**src/rtl/mpfb_pkg.sv**
```systemverilog
// Shared constants, types and helpers of the monochrome page frame buffer.
package mpfb_pkg;

  localparam int SCREEN_COLUMNS = 128;
  localparam int SCREEN_PAGES   = 8;
  localparam int SCREEN_ROWS    = SCREEN_PAGES * 8;
  localparam int STORE_BYTES    = SCREEN_PAGES * SCREEN_COLUMNS;
  localparam int ADDR_W         = $clog2(STORE_BYTES);
  localparam int PAGE_W         = (SCREEN_PAGES > 1) ? $clog2(SCREEN_PAGES) : 1;
  localparam int HEADER_BYTES   = 3;
  localparam int POS_W          = $clog2(SCREEN_COLUMNS + HEADER_BYTES);

  localparam logic [7:0] CMD_PAGE_BASE = 8'hb0;
  localparam logic [7:0] CMD_COL_LOW   = 8'h00;
  localparam logic [7:0] CMD_COL_HIGH  = 8'h10;

  localparam logic KIND_READ = 1'b0;
  localparam logic KIND_LINK = 1'b1;

  typedef enum logic [2:0] {
    REQ_DRAW    = 3'd0,
    REQ_READ    = 3'd1,
    REQ_FILL    = 3'd2,
    REQ_CLEAR   = 3'd3,
    REQ_REFRESH = 3'd4,
    REQ_TICK    = 3'd5
  } req_t;

  typedef enum logic [2:0] {
    S_CLEAR,
    S_IDLE,
    S_DRAW,
    S_READ,
    S_TICK,
    S_FILL_RD,
    S_FILL_WR
  } state_t;

  typedef struct packed {
    logic              we;
    logic [ADDR_W-1:0] waddr;
    logic [7:0]        wdata;
    logic [ADDR_W-1:0] raddr;
  } mem_req_t;

  typedef struct packed {
    logic       valid;
    logic       kind;
    logic       pixel;
    logic [7:0] data_byte;
    logic       is_data;
    logic       frame_end;
  } res_t;

  // store address of a column byte in a storage page
  function automatic logic [ADDR_W-1:0] page_addr(logic [7:0] col, logic [PAGE_W-1:0] page);
    return ADDR_W'(int'(page) * SCREEN_COLUMNS + int'(col));
  endfunction

  // row block 0 is the top eight rows, kept in the last page
  function automatic logic [ADDR_W-1:0] blk_addr(logic [7:0] col, logic [PAGE_W-1:0] blk);
    logic [PAGE_W-1:0] page;
    page = PAGE_W'(SCREEN_PAGES - 1) - blk;
    return page_addr(col, page);
  endfunction

  // bits for rows lo..hi of one block, row 0 at bit 7
  function automatic logic [7:0] row_mask(logic [2:0] lo, logic [2:0] hi);
    return (8'hff >> lo) & (8'hff << (3'd7 - hi));
  endfunction

  function automatic logic [7:0] merge_byte(logic [7:0] old, logic [7:0] mask, logic on);
    return on ? (old | mask) : (old & ~mask);
  endfunction

endpackage

```
**src/rtl/mpfb_ctrl.sv**
```systemverilog
// Request sequencer: read-modify-write of store bytes, fill walk, clear sweep, refresh.
module mpfb_ctrl
  import mpfb_pkg::*;
(
  input  logic       clk,
  input  logic       rst,
  input  logic       start,
  input  logic [2:0] req_type,
  input  logic [7:0] col_a,
  input  logic [7:0] row_a,
  input  logic [7:0] col_b,
  input  logic [7:0] row_b,
  input  logic       pixel_on,
  input  logic [7:0] rd_data,
  output mem_req_t   mreq,
  output res_t       res,
  output logic       busy
);

  state_t st, st_next;

  logic              ref_active;
  logic [PAGE_W-1:0] ref_page;
  logic [POS_W-1:0]  ref_pos;
  logic [ADDR_W-1:0] clr_addr;

  logic [ADDR_W-1:0] op_addr;
  logic [7:0]        op_mask;
  logic              op_on;
  logic              op_end;
  logic [7:0]        fc, fc_end;
  logic [PAGE_W-1:0] fb, fb_first, fb_end;
  logic [2:0]        r_lo, r_hi;

  logic              a_on;
  logic [ADDR_W-1:0] a_addr;
  logic [7:0]        a_mask;
  logic [7:0]        col_b_clip, row_b_clip;
  logic              fill_ok;
  logic              ref_cmd;
  logic [7:0]        ref_col;
  logic              ref_last_col, ref_last_page;
  logic [7:0]        cmd_byte;
  logic [7:0]        fmask;
  logic              clr_last, fill_last;

  assign a_on   = ({1'b0, col_a} < 9'(SCREEN_COLUMNS)) && ({1'b0, row_a} < 9'(SCREEN_ROWS));
  assign a_addr = blk_addr(col_a, row_a[PAGE_W+2:3]);
  assign a_mask = row_mask(row_a[2:0], row_a[2:0]);

  assign col_b_clip = ({1'b0, col_b} >= 9'(SCREEN_COLUMNS)) ? 8'(SCREEN_COLUMNS - 1) : col_b;
  assign row_b_clip = ({1'b0, row_b} >= 9'(SCREEN_ROWS)) ? 8'(SCREEN_ROWS - 1) : row_b;
  assign fill_ok    = (col_a <= col_b_clip) && (row_a <= row_b_clip);

  assign ref_cmd       = ref_pos < POS_W'(HEADER_BYTES);
  assign ref_col       = 8'(ref_pos - POS_W'(HEADER_BYTES));
  assign ref_last_col  = ref_col == 8'(SCREEN_COLUMNS - 1);
  assign ref_last_page = ref_page == PAGE_W'(SCREEN_PAGES - 1);

  always_comb begin
    priority if (ref_pos == POS_W'(0)) begin
      cmd_byte = CMD_PAGE_BASE + 8'(ref_page);
    end else if (ref_pos == POS_W'(1)) begin
      cmd_byte = CMD_COL_LOW;
    end else begin
      cmd_byte = CMD_COL_HIGH;
    end
  end

  // partial rows only in the first and last block of the rectangle
  assign fmask = row_mask((fb == fb_first) ? r_lo : 3'd0, (fb == fb_end) ? r_hi : 3'd7);

  assign clr_last  = clr_addr == ADDR_W'(STORE_BYTES - 1);
  assign fill_last = (fb == fb_end) && (fc == fc_end);
  assign busy      = st != S_IDLE;

  always_ff @(posedge clk) begin
    if (rst) begin
      st <= S_CLEAR;
    end else begin
      st <= st_next;
    end
  end

  always_comb begin
    st_next = st;
    mreq    = '0;
    res     = '0;
    unique case (st)
      S_CLEAR: begin
        mreq.we    = 1'b1;
        mreq.waddr = clr_addr;
        mreq.wdata = 8'h00;
        if (clr_last) begin
          st_next = S_IDLE;
        end
      end
      S_IDLE: begin
        if (start) begin
          unique case (req_type)
            REQ_DRAW: begin
              if (a_on) begin
                mreq.raddr = a_addr;
                st_next    = S_DRAW;
              end
            end
            REQ_READ: begin
              if (a_on) begin
                mreq.raddr = a_addr;
                st_next    = S_READ;
              end else begin
                res.valid = 1'b1;
                res.kind  = KIND_READ;
              end
            end
            REQ_FILL: begin
              if (fill_ok) begin
                st_next = S_FILL_RD;
              end
            end
            REQ_CLEAR: begin
              st_next = S_CLEAR;
            end
            REQ_REFRESH: begin
            end
            REQ_TICK: begin
              if (ref_active) begin
                if (ref_cmd) begin
                  res.valid     = 1'b1;
                  res.kind      = KIND_LINK;
                  res.data_byte = cmd_byte;
                end else begin
                  mreq.raddr = page_addr(ref_col, ref_page);
                  st_next    = S_TICK;
                end
              end
            end
            default: begin
            end
          endcase
        end
      end
      S_DRAW: begin
        mreq.we    = 1'b1;
        mreq.waddr = op_addr;
        mreq.wdata = merge_byte(rd_data, op_mask, op_on);
        st_next    = S_IDLE;
      end
      S_READ: begin
        res.valid = 1'b1;
        res.kind  = KIND_READ;
        res.pixel = |(rd_data & op_mask);
        st_next   = S_IDLE;
      end
      S_TICK: begin
        res.valid     = 1'b1;
        res.kind      = KIND_LINK;
        res.data_byte = rd_data;
        res.is_data   = 1'b1;
        res.frame_end = op_end;
        st_next       = S_IDLE;
      end
      S_FILL_RD: begin
        mreq.raddr = blk_addr(fc, fb);
        st_next    = S_FILL_WR;
      end
      S_FILL_WR: begin
        mreq.we    = 1'b1;
        mreq.waddr = blk_addr(fc, fb);
        mreq.wdata = merge_byte(rd_data, fmask, op_on);
        st_next    = fill_last ? S_IDLE : S_FILL_RD;
      end
      default: begin
        st_next = S_IDLE;
      end
    endcase
  end

  always_ff @(posedge clk) begin
    if (rst) begin
      ref_active <= 1'b0;
      ref_page   <= '0;
      ref_pos    <= '0;
      clr_addr   <= '0;
    end else begin
      unique case (st)
        S_CLEAR: begin
          clr_addr <= clr_last ? '0 : clr_addr + 1'b1;
        end
        S_IDLE: begin
          if (start) begin
            unique case (req_type)
              REQ_DRAW, REQ_READ: begin
                op_addr <= a_addr;
                op_mask <= a_mask;
                op_on   <= pixel_on;
              end
              REQ_FILL: begin
                fc       <= col_a;
                fc_end   <= col_b_clip;
                fb       <= row_a[PAGE_W+2:3];
                fb_first <= row_a[PAGE_W+2:3];
                fb_end   <= row_b_clip[PAGE_W+2:3];
                r_lo     <= row_a[2:0];
                r_hi     <= row_b_clip[2:0];
                op_on    <= pixel_on;
              end
              REQ_CLEAR: begin
                clr_addr <= '0;
              end
              REQ_REFRESH: begin
                ref_active <= 1'b1;
                ref_page   <= '0;
                ref_pos    <= '0;
              end
              REQ_TICK: begin
                if (ref_active) begin
                  if (ref_cmd) begin
                    ref_pos <= ref_pos + 1'b1;
                  end else begin
                    op_end <= ref_last_col && ref_last_page;
                    if (ref_last_col) begin
                      ref_pos <= '0;
                      if (ref_last_page) begin
                        ref_active <= 1'b0;
                        ref_page   <= '0;
                      end else begin
                        ref_page <= ref_page + 1'b1;
                      end
                    end else begin
                      ref_pos <= ref_pos + 1'b1;
                    end
                  end
                end
              end
              default: begin
              end
            endcase
          end
        end
        S_FILL_WR: begin
          // walk all blocks of a column, then step to the next column
          if (fb == fb_end) begin
            fb <= fb_first;
            fc <= fc + 1'b1;
          end else begin
            fb <= fb + 1'b1;
          end
        end
        default: begin
        end
      endcase
    end
  end

endmodule
```
**config.mk**
```make
export PLATFORM = sky130hd
export DESIGN_NAME = mpfb_ctrl
export DESIGN_NICKNAME = d
export VERILOG_FILES = /design/src/rtl/mpfb_pkg.sv /design/src/rtl/mpfb_ctrl.sv
export SDC_FILE = /design/constraint.sdc
export NUM_CORES = 1
export LEC_CHECK = 0
export ABC_AREA = 1
export BUFFER_PORTS_ARGS = -buffer_cell sky130_fd_sc_hd__buf_2
export CAP_MARGIN = 20
export CORE_MARGIN = 5
export CORE_UTILIZATION = 50
export CTS_CLUSTER_DIAMETER = 80
export DETAILED_ROUTE_END_ITERATION = 7
export GPL_ROUTABILITY_DRIVEN = 0
export PLACE_DENSITY = 0.81
export SYNTH_ARGS = -nofsm -noshare
export SYNTH_HDL_FRONTEND = slang
export SYNTH_SLANG_ARGS = --single-unit
export TNS_END_PERCENT = 20
```
**constraint.sdc**
```tcl
create_clock -name clk -period 3.5 [get_ports clk]
set_input_delay 0 -clock clk [delete_from_list [all_inputs] [get_ports clk]]
set_output_delay 0 -clock clk [all_outputs]
set_load 0.02 [all_outputs]
```
=== Word level (Yosys, flattened, before mapping) ===
Index checks and enable logic that the tools add are counted.

* Shift operators: 4
* Reduce and logical (&&, ||, !) cells: 24
* $lt $le $gt $ge: 7
* Muxes and demuxes: 64
* $add $sub $neg: 14
* Bitwise gates (word level): 11
* Eq/ne operators: 33

{| class="wikitable"
|+ Operators by type and width
! operator !! number
|-
| 8-bit 2-to-1 mux || 15
|-
| 10-bit 2-to-1 mux || 7
|-
| 10-bit one-hot mux with 2 select lines || 3
|-
| 19-bit one-hot mux with 3 select lines || 1
|-
| 3-bit 2-to-1 mux || 17
|-
| 8-bit one-hot mux with 2 select lines || 3
|-
| 8-bit bitwise AND || 5
|-
| 10-bit by 8-bit adder with 10-bit output || 3
|-
| 4-bit AND reduction || 5
|-
| 3-bit equality test, second input constant || 6
|-
| 8-bit by 1-bit adder with 8-bit output, second input constant || 2
|-
| 8-bit <= comparator || 2
|-
| 8-bit NOT || 2
|-
| 8-bit OR || 2
|-
| 8-bit by 3-bit << shifter with 8-bit output, first input constant || 2
|-
| 8-bit by 3-bit >> shifter with 8-bit output, first input constant || 2
|-
| 3-bit != test, second input constant || 5
|-
| 3-bit one-hot mux with 5 select lines || 1
|-
| 3-bit by 2-bit equality test with 1-bit output, second input constant || 4
|-
| 2-bit != test, second input constant || 6
|-
| 3-bit one-hot mux with 2 select lines || 2
|-
| 3-bit one-hot mux with 4 select lines || 1
|-
| 6-bit AND reduction || 2
|-
| 3-bit subtractor, first input constant || 4
|-
| other kinds (35) || 55
|}

* Output and inout port bits: 43
* Logic and storage cells: 173
* Input port bits: 47
* Register bits: 76

=== Depth between registers and ports, before layout ===
Gate-level depths: netlist of the first run.

* Depth in word-level cells: 9
* Gate-level depth with buffers: 16
* Depth with buffers taken out: 16

=== Least setup slack after synthesis of the first run ===
No wires, ideal clock.

* Path type: reg-to-reg
* Start point: register st[0]
* End point: register fb_end[0] (enable)
* Setup time: 0.397 ns
* Required time: 3.103 ns
* Buffers on the path: 1
* Slack: 1.286 ns
* Cell stages (with the launch flop): 8
* Clock period less this slack: 2.214 ns
* Data arrival time: 1.818 ns
* Path through: dfxtp_1 > inv_2 > nor2_4 > nand2_4 > buf_6 > inv_1 > nand3_1 > nor2_1

* Word-level cells in the longest chain between the ends: 2

{| class="wikitable"
|+ Ends and longest elaborated chain
! element !! RTL line !! text
|-
| start: declaration || mpfb_ctrl.sv:20 || <nowiki>state_t st, st_next;</nowiki>
|-
| start signal: assignment || mpfb_ctrl.sv:81 || <nowiki>st <= st_next;</nowiki>
|-
| 3-bit by 1-bit equality test with 1-bit output || mpfb_ctrl.sv:186 || <nowiki>unique case (st)</nowiki>
|-
| 4-bit AND reduction (no source line) || -- ||
|-
| end signal: assignment || mpfb_ctrl.sv:203 || <nowiki>fb_end <= row_b_clip[PAGE_W+2:3];</nowiki>
|-
| end: declaration || mpfb_ctrl.sv:32 || <nowiki>logic [PAGE_W-1:0] fb, fb_first, fb_end;</nowiki>
|}

Every way passes these cells.
A chain may end at the register's enable or synchronous reset.

==> flow_metrics.env, run 1 <==
export IMPL_status="complete, no violations"
export IMPL_start_util_pct=50.9
export IMPL_synth_xor_area_share_pct=4.46
export IMPL_overflow=0
export IMPL_syn_to_final_growth_pct=19.4
export IMPL_synth_top_family_by_area="simple AND/OR/NAND/NOR gates"
export IMPL_synthCells=707
export IMPL_via_count=5429
export IMPL_hold_ws_ps=12.3
export IMPL_rsz0062_at_grt="false"
export IMPL_grt_usage_pct=24.1
export IMPL_die_w_um=115
export IMPL_ios=90
export IMPL_leakagePower_uw=0.00301
export IMPL_finish_net_count=907
export IMPL_crit_path_end="mreq[18]"
export IMPL_io_buffers=89
export IMPL_setup_violations=0
export IMPL_clk_latency_ps=360
export IMPL_syn_area_um2=5500
export IMPL_tns_ps=0
export IMPL_power_frac_seq_pct=52.4
export IMPL_p_per_area_nw_per_um2=279
export IMPL_diodes=0
export IMPL_p_sw_uw=460
export IMPL_maxSlewViolCount=0
export IMPL_yosys_top_cells_count="nand2_1, inv_1, nor2_1, nand3_1, edfxtp_1"
export IMPL_ir_worst_vdd_v=0.000196
export IMPL_synth_area_leaders="edfxtp_1, nand2_1, dfxtp_1"
export IMPL_ys_seq_area_share_pct=37.0
export IMPL_r2r_start="ref_pos[0]"
export IMPL_synth_most_common_cell="nand2_1"
export IMPL_synth_compound_area_share_pct=12.4
export IMPL_start_kind="register"
export IMPL_critical_path_arrival_ps=2470
export IMPL_reg2reg_slack_ps=1180
export IMPL_clockBufferDepth=2
export IMPL_startpoint="st[1]"
export IMPL_cts_sinks=76
export IMPL_path_class="reg2out"
export IMPL_drc=0
export IMPL_htree_num_levels=3
export IMPL_tritoncts="built"
export IMPL_end_kind="output pin"
export IMPL_grt_pass1_vias=5162
export IMPL_synthArstFlopShare_pct=0
export IMPL_post_drt_via_cell_ratio=5.57
export IMPL_switching_share_pct=25.1
export IMPL_max_freq_mhz=405
export IMPL_crit_required_ps=3500
export IMPL_dpl_hpwl_um=11900
export IMPL_intPower_uw=1370
export IMPL_dieHeight_um=115
export IMPL_antenna_left=0
export IMPL_clock_root_buffer="clkbuf_8"
export IMPL_yosys_warnings=0
export IMPL_combPwrFrac_pct=10.5
export IMPL_r2r_end="ref_active"
export IMPL_core_area_um2=10800
export IMPL_tightest_slew_ps=883
export IMPL_min_delay_start="col_a[7]"
export IMPL_clock_power_share_pct=37.0
export IMPL_yosysTopAreaCellShare_pct=27.9
export IMPL_path_clk_slew_ps=80
export IMPL_synthMuxAreaShare_pct=0
export IMPL_finalClockSkew_ps=12.1
export IMPL_drive_above_1_share_pct=18.9
export IMPL_wirelength_um=15700
export IMPL_worstPathMaxFanout=22
export IMPL_ys_ff_latch=76
export IMPL_die_area_um2=13200
export IMPL_r2r_cells=11
export IMPL_synth_edff_count=51
export IMPL_synthFlopType="edfxtp_1"
export IMPL_synth_adder_area_share_pct=7.06
export IMPL_maxSlewHeadroom_pct=41.1
export IMPL_synth_top_cell_by_area="edfxtp_1"
export IMPL_min_path_type="in2reg"
export IMPL_period_minus_slack_ps=2470
export IMPL_drtIter0Drc=463
export IMPL_cts_made_buffers=9
export IMPL_synth_cell_type_count=48
export IMPL_synthSimpleGateAreaFrac_pct=30.0
export IMPL_rows=38
export IMPL_grt_pass1_wl_um=25200
export IMPL_antenna_found_initial=0
export IMPL_finalHoldViolations=0
export IMPL_drt_first_pass_iters=5
export IMPL_grt_start_max_net_pins=23
export IMPL_post_cts_buffers=0
export IMPL_synth_avg_cell_area_um2=7.77
export IMPL_post_route_period_util_pct=70.6
export IMPL_post_drt_wl_per_cell_um=16.1
export IMPL_maxCapViolCount=0
==> repair_timing <==
item,CTS,global route
hold buffers,30,0
setup endpoints to repair,0,0
endpoints found under the hold margin,34,0
gates resized for setup,0,0
==> area by class of cell <==
| cell class | instances | area, µm² |
|---|---|---|
| fill | 937 | 4230 |
| multi-input combinational | 512 | 2980 |
| sequential | 76 | 2030 |
| timing repair buffer | 123 | 776 |
| inverter | 107 | 407 |
| tap | 140 | 175 |
| clock buffer | 11 | 131 |
| clock inverter | 5 | 60.1 |
==> registers in the layout, summed over array words and instances (netlist names) <==
register / flops
r_lo: 3
st: 3
clr_addr: 10
op_mask: 8
fc_end: 8
op_addr: 10
ref_pos: 8
op_end: 1
ref_active: 1
fb_end: 3
op_on: 1
ref_page: 3
fb_first: 3
fb: 3
r_hi: 3
fc: 8
==> power groups by stage <==
stage          Sequential [µW]  Combinational [µW]  Clock [µW]
2_1_floorplan              981                89.0           0
3_3_place_gp               981                 158           0
3_5_place_dp               981                 164           0
4_1_cts                    960                 189         677
5_1_grt                    961                 214         722
6_report                   961                 193         678
==> worst min path at each step <==
| stage | endpoint | slack, ps | cells after the start |
|---|---|---|---|
| after floorplan | ref_active | 70 | 1 |
| after global placement | op_addr[0] | 200 | 1 |
| after detailed placement | op_on | 200 | 1 |
| after CTS | fc_end[1] | 3 | 3 |
| after global routing | fc[7] | 20 | 3 |
| final | fc[7] | 10 | 3 |
==> routing by layer <==
metal / part of all wire, % / wire [µm] / track usage, %
met1: 39 / 6060 / 30.2
met3: 9.5 / 1500 / 4.00
met5: 0 / 0 / 0
met2: 48 / 7570 / 40.2
met4: 3.9 / 606 / 11.7
==> cells in the final DEF (no fill, tap or decap), types with 8 or more instances in the layout <==
master,instances
xor2_1,13
o22ai_1,8
dlygate4sd3_1,30
o211ai_1,13
nand4_1,14
inv_2,8
o21ai_0,19
dfxtp_1,25
clkbuf_8,9
nand3_1,53
inv_1,96
nand2_1,147
a21oi_1,27
edfxtp_1,51
ha_1,31
o21ai_1,18
nor2_2,8
nor2_1,71
nor3_1,15
xnor2_1,15
buf_2,89
==> kinds of logic (layout without fill, tap and decap cells) <==
family / count (synthesis) / in the layout
XOR/XNOR: 28 / 28
flip-flops: 76 / 76
AO/OA/AOI/OAI: 110 / 110
buffers and inverters: 121 / 246
AND/OR/NAND/NOR: 339 / 339
adder cells (fa/ha/maj): 31 / 31
other: 2 / 4
==> worst max-delay path, stage by stage, from the launching register on <==
cell and delay (ps):
dfxtp_1 420, inv_1 60, nor2_1 90, inv_1 80, nor2_1 110, buf_4 270
inv_1 350, nor2_1 240, a21oi_1 60, o21ai_0 180, buf_2 240
==> per-stage QoR <==
step / cell area, µm² / setup WS (ps) / total power, µW / util (%) / cells
6_report: 6560 / 1030 / 1830 / 60.8 / 974
5_1_grt: 6560 / 827 / 1900 / 60.8 / 974
4_1_cts: 6560 / 1080 / 1830 / 60.8 / 974
3_5_place_dp: 6070 / 1360 / 1140 / 56.2 / 928
3_3_place_gp: 6070 / 1470 / 1140 / 56.2 / 928
2_1_floorplan: 5500 / 1290 / 1070 / - / 709
Power figures use the tool's default switching activity.
==> run 2, diff against run 1 <==
--- a/config.mk
+++ b/config.mk
@@ -13,7 +13,7 @@
 export CTS_CLUSTER_DIAMETER = 80
 export DETAILED_ROUTE_END_ITERATION = 7
 export GPL_ROUTABILITY_DRIVEN = 0
-export PLACE_DENSITY = 0.81
+export PLACE_DENSITY = 0.84
 export SYNTH_ARGS = -nofsm -noshare
 export SYNTH_HDL_FRONTEND = slang
 export SYNTH_SLANG_ARGS = --single-unit
==> constraint.sdc (replaced) <==
create_clock -name clk -period 2.2 [get_ports clk]
set_input_delay 0 -clock clk [delete_from_list [all_inputs] [get_ports clk]]
set_output_delay 0 -clock clk [all_outputs]
set_load 0.02 [all_outputs]
==> flow_metrics.env, run 2 (synthesis gave the netlist of run 1 again) <==
export IMPL_crit_required_ps=2200
export IMPL_p_per_area_nw_per_um2=442
export IMPL_dpl_hpwl_um=11900
export IMPL_status="complete, no violations"
export IMPL_io_buffers=89
export IMPL_ir_worst_vdd_v=0.000313
export IMPL_leakagePower_uw=0.00313
export IMPL_ios=90
export IMPL_grt_pass1_wl_um=26100
export IMPL_post_route_period_util_pct=97.1
export IMPL_layout_common_cells="nand2_1, inv_1, buf_2"
export IMPL_path_class="reg2out"
export IMPL_fin_util_pct=63.2
export IMPL_met2WireLength_um=8110
export IMPL_clockBufferDepth=2
export IMPL_cp_top_family="flip-flops"
export IMPL_drc=0
export IMPL_grt_pass1_vias=5278
export IMPL_finish_net_count=925
export IMPL_start_kind="register"
export IMPL_die_area_um2=13200
export IMPL_cts_sinks=76
export IMPL_finalClockSkew_ps=11.1
export IMPL_core_area_um2=10800
export IMPL_crit_top_cell="ha_1"
export IMPL_power_uw=3020
export IMPL_grt_usage_pct=25.2
export IMPL_hold_ws_ps=5.87
export IMPL_grt_start_max_net_pins=21
export IMPL_final_common_cell="nand2_1"
export IMPL_finalHoldViolations=0
export IMPL_cts_made_buffers=9
export IMPL_post_drt_wl_per_cell_um=16.9
export IMPL_clock_root_buffer="clkbuf_8"
export IMPL_drtIter0Drc=452
export IMPL_min_path_type="in2reg"
export IMPL_wl_met1_um=6640
export IMPL_clk_latency_ps=370
export IMPL_worstPathMaxFanout=3
export IMPL_die_w_um=115
export IMPL_max_freq_mhz=468
export IMPL_wirelength_um=16800
export IMPL_via_count=5565
export IMPL_antenna_left=0
export IMPL_tritoncts="built"
export IMPL_drt_first_pass_iters=5
export IMPL_dieHeight_um=115
export IMPL_end_kind="output pin"
export IMPL_critical_path_arrival_ps=2140
export IMPL_syn_to_final_growth_pct=24.2
export IMPL_crit_chain="buf_4 > inv_1 > ha_1 > ha_1 > xor2_2 > o221ai_1 > buf_2"
export IMPL_reg_top3="clr_addr: 10 flops, op_addr: 10 flops"
export IMPL_wl_met3_um=1420
export IMPL_post_drt_via_cell_ratio=5.61
export IMPL_cpMaxStageDelayCell="edfxtp_1"
export IMPL_rsz0062_at_grt="true"
export IMPL_path_clk_slew_ps=90
export IMPL_design_area_um2=6830
export IMPL_maxSlewHeadroom_pct=63.5
export IMPL_diodes=0
export IMPL_overflow=0
export IMPL_rows=38
export IMPL_maxSlewViolCount=0
export IMPL_tightest_slew_ps=547
export IMPL_critPathBufInv=3
export IMPL_drive_above_1_share_pct=22.9
export IMPL_place_area_um2=6120
export IMPL_top_layer_used="met4"
export IMPL_start_util_pct=50.9
export IMPL_maxCapViolCount=0
export IMPL_antenna_found_initial=0
export IMPL_slowest_delay_ps=460
export IMPL_period_minus_slack_ps=2140
export IMPL_htree_num_levels=3
export IMPL_setup_violations=0
==> run 2: cell types whose count changed in the layout (fill, tap and decap cells not counted), sizes merged <==
cell / change
buf: +15
clkinv: +1
clkinvlp: +1
dlygate4sd3: +3
inv: -2
==> run 2: worst reg2reg max path: stages (launching register included) <==
cell      delay (ps)
edfxtp_1         490
xnor2_1          280
nand3_2          210
buf_4            210
inv_1            110
o21a_1           350
==> run 2: worst paths after layout <==
path	depth (start not counted)	from	slack [ps]	end
worst max-delay path	7	fb[0]	60	mreq[27]
worst min-delay path	3	col_a[7]	6	fc[7]
worst max register to register	5	fb[1]	200	fc[1]
worst min register to register	2	clr_addr[3]	500	clr_addr[3]
==> run 2: metal layers <==
metal | vias to the layer above | track usage [%]
met5 | - | 0
met4 | 0 | 12.6
met3 | 50 | 4.47
met2 | 296 | 41.9
met1 | 2569 | 31.6
li1 | 2650 | -
==> run 2: where the power goes <==
part / leakage (µW) / total (µW) / internal, µW / switching [µW]
Clock: 0.000106 / 1180 / 588 / 593
Sequential: 0.000663 / 1520 / 1520 / 5.06
Combinational: 0.00236 / 316 / 133 / 183
==> run 2: cell type report <==
class                      count  area, µm²
sequential                    76       2050
multi-input combinational    512       3050
tap                          140        175
clock buffer                  11        151
clock inverter                 5       60.1
fill                         865       3970
inverter                     107        407
timing repair buffer         141        926
==> run 2: stage by stage <==
| stage | TNS, ps | setup WS, ps | std cells |
|---|---|---|---|
| after floorplan | 0 | 52.4 | 709 |
| after global placement | 0 | 380 | 934 |
| after detailed placement | 0 | 292 | 934 |
| after CTS | 0 | 9.89 | 984 |
| after global routing | -90.1 | -42.4 | 992 |
| final | 0 | 63.2 | 992 |
==> run 2: what timing repair did <==
item                       in CTS  in global routing
setup endpoints to repair       8                 26
gates cloned                    0                  0
hold buffers                   33                  0
resized for setup               6                 26
setup buffers                   1                  8
hold endpoints to repair       37                  0
pin swaps                       1                  7
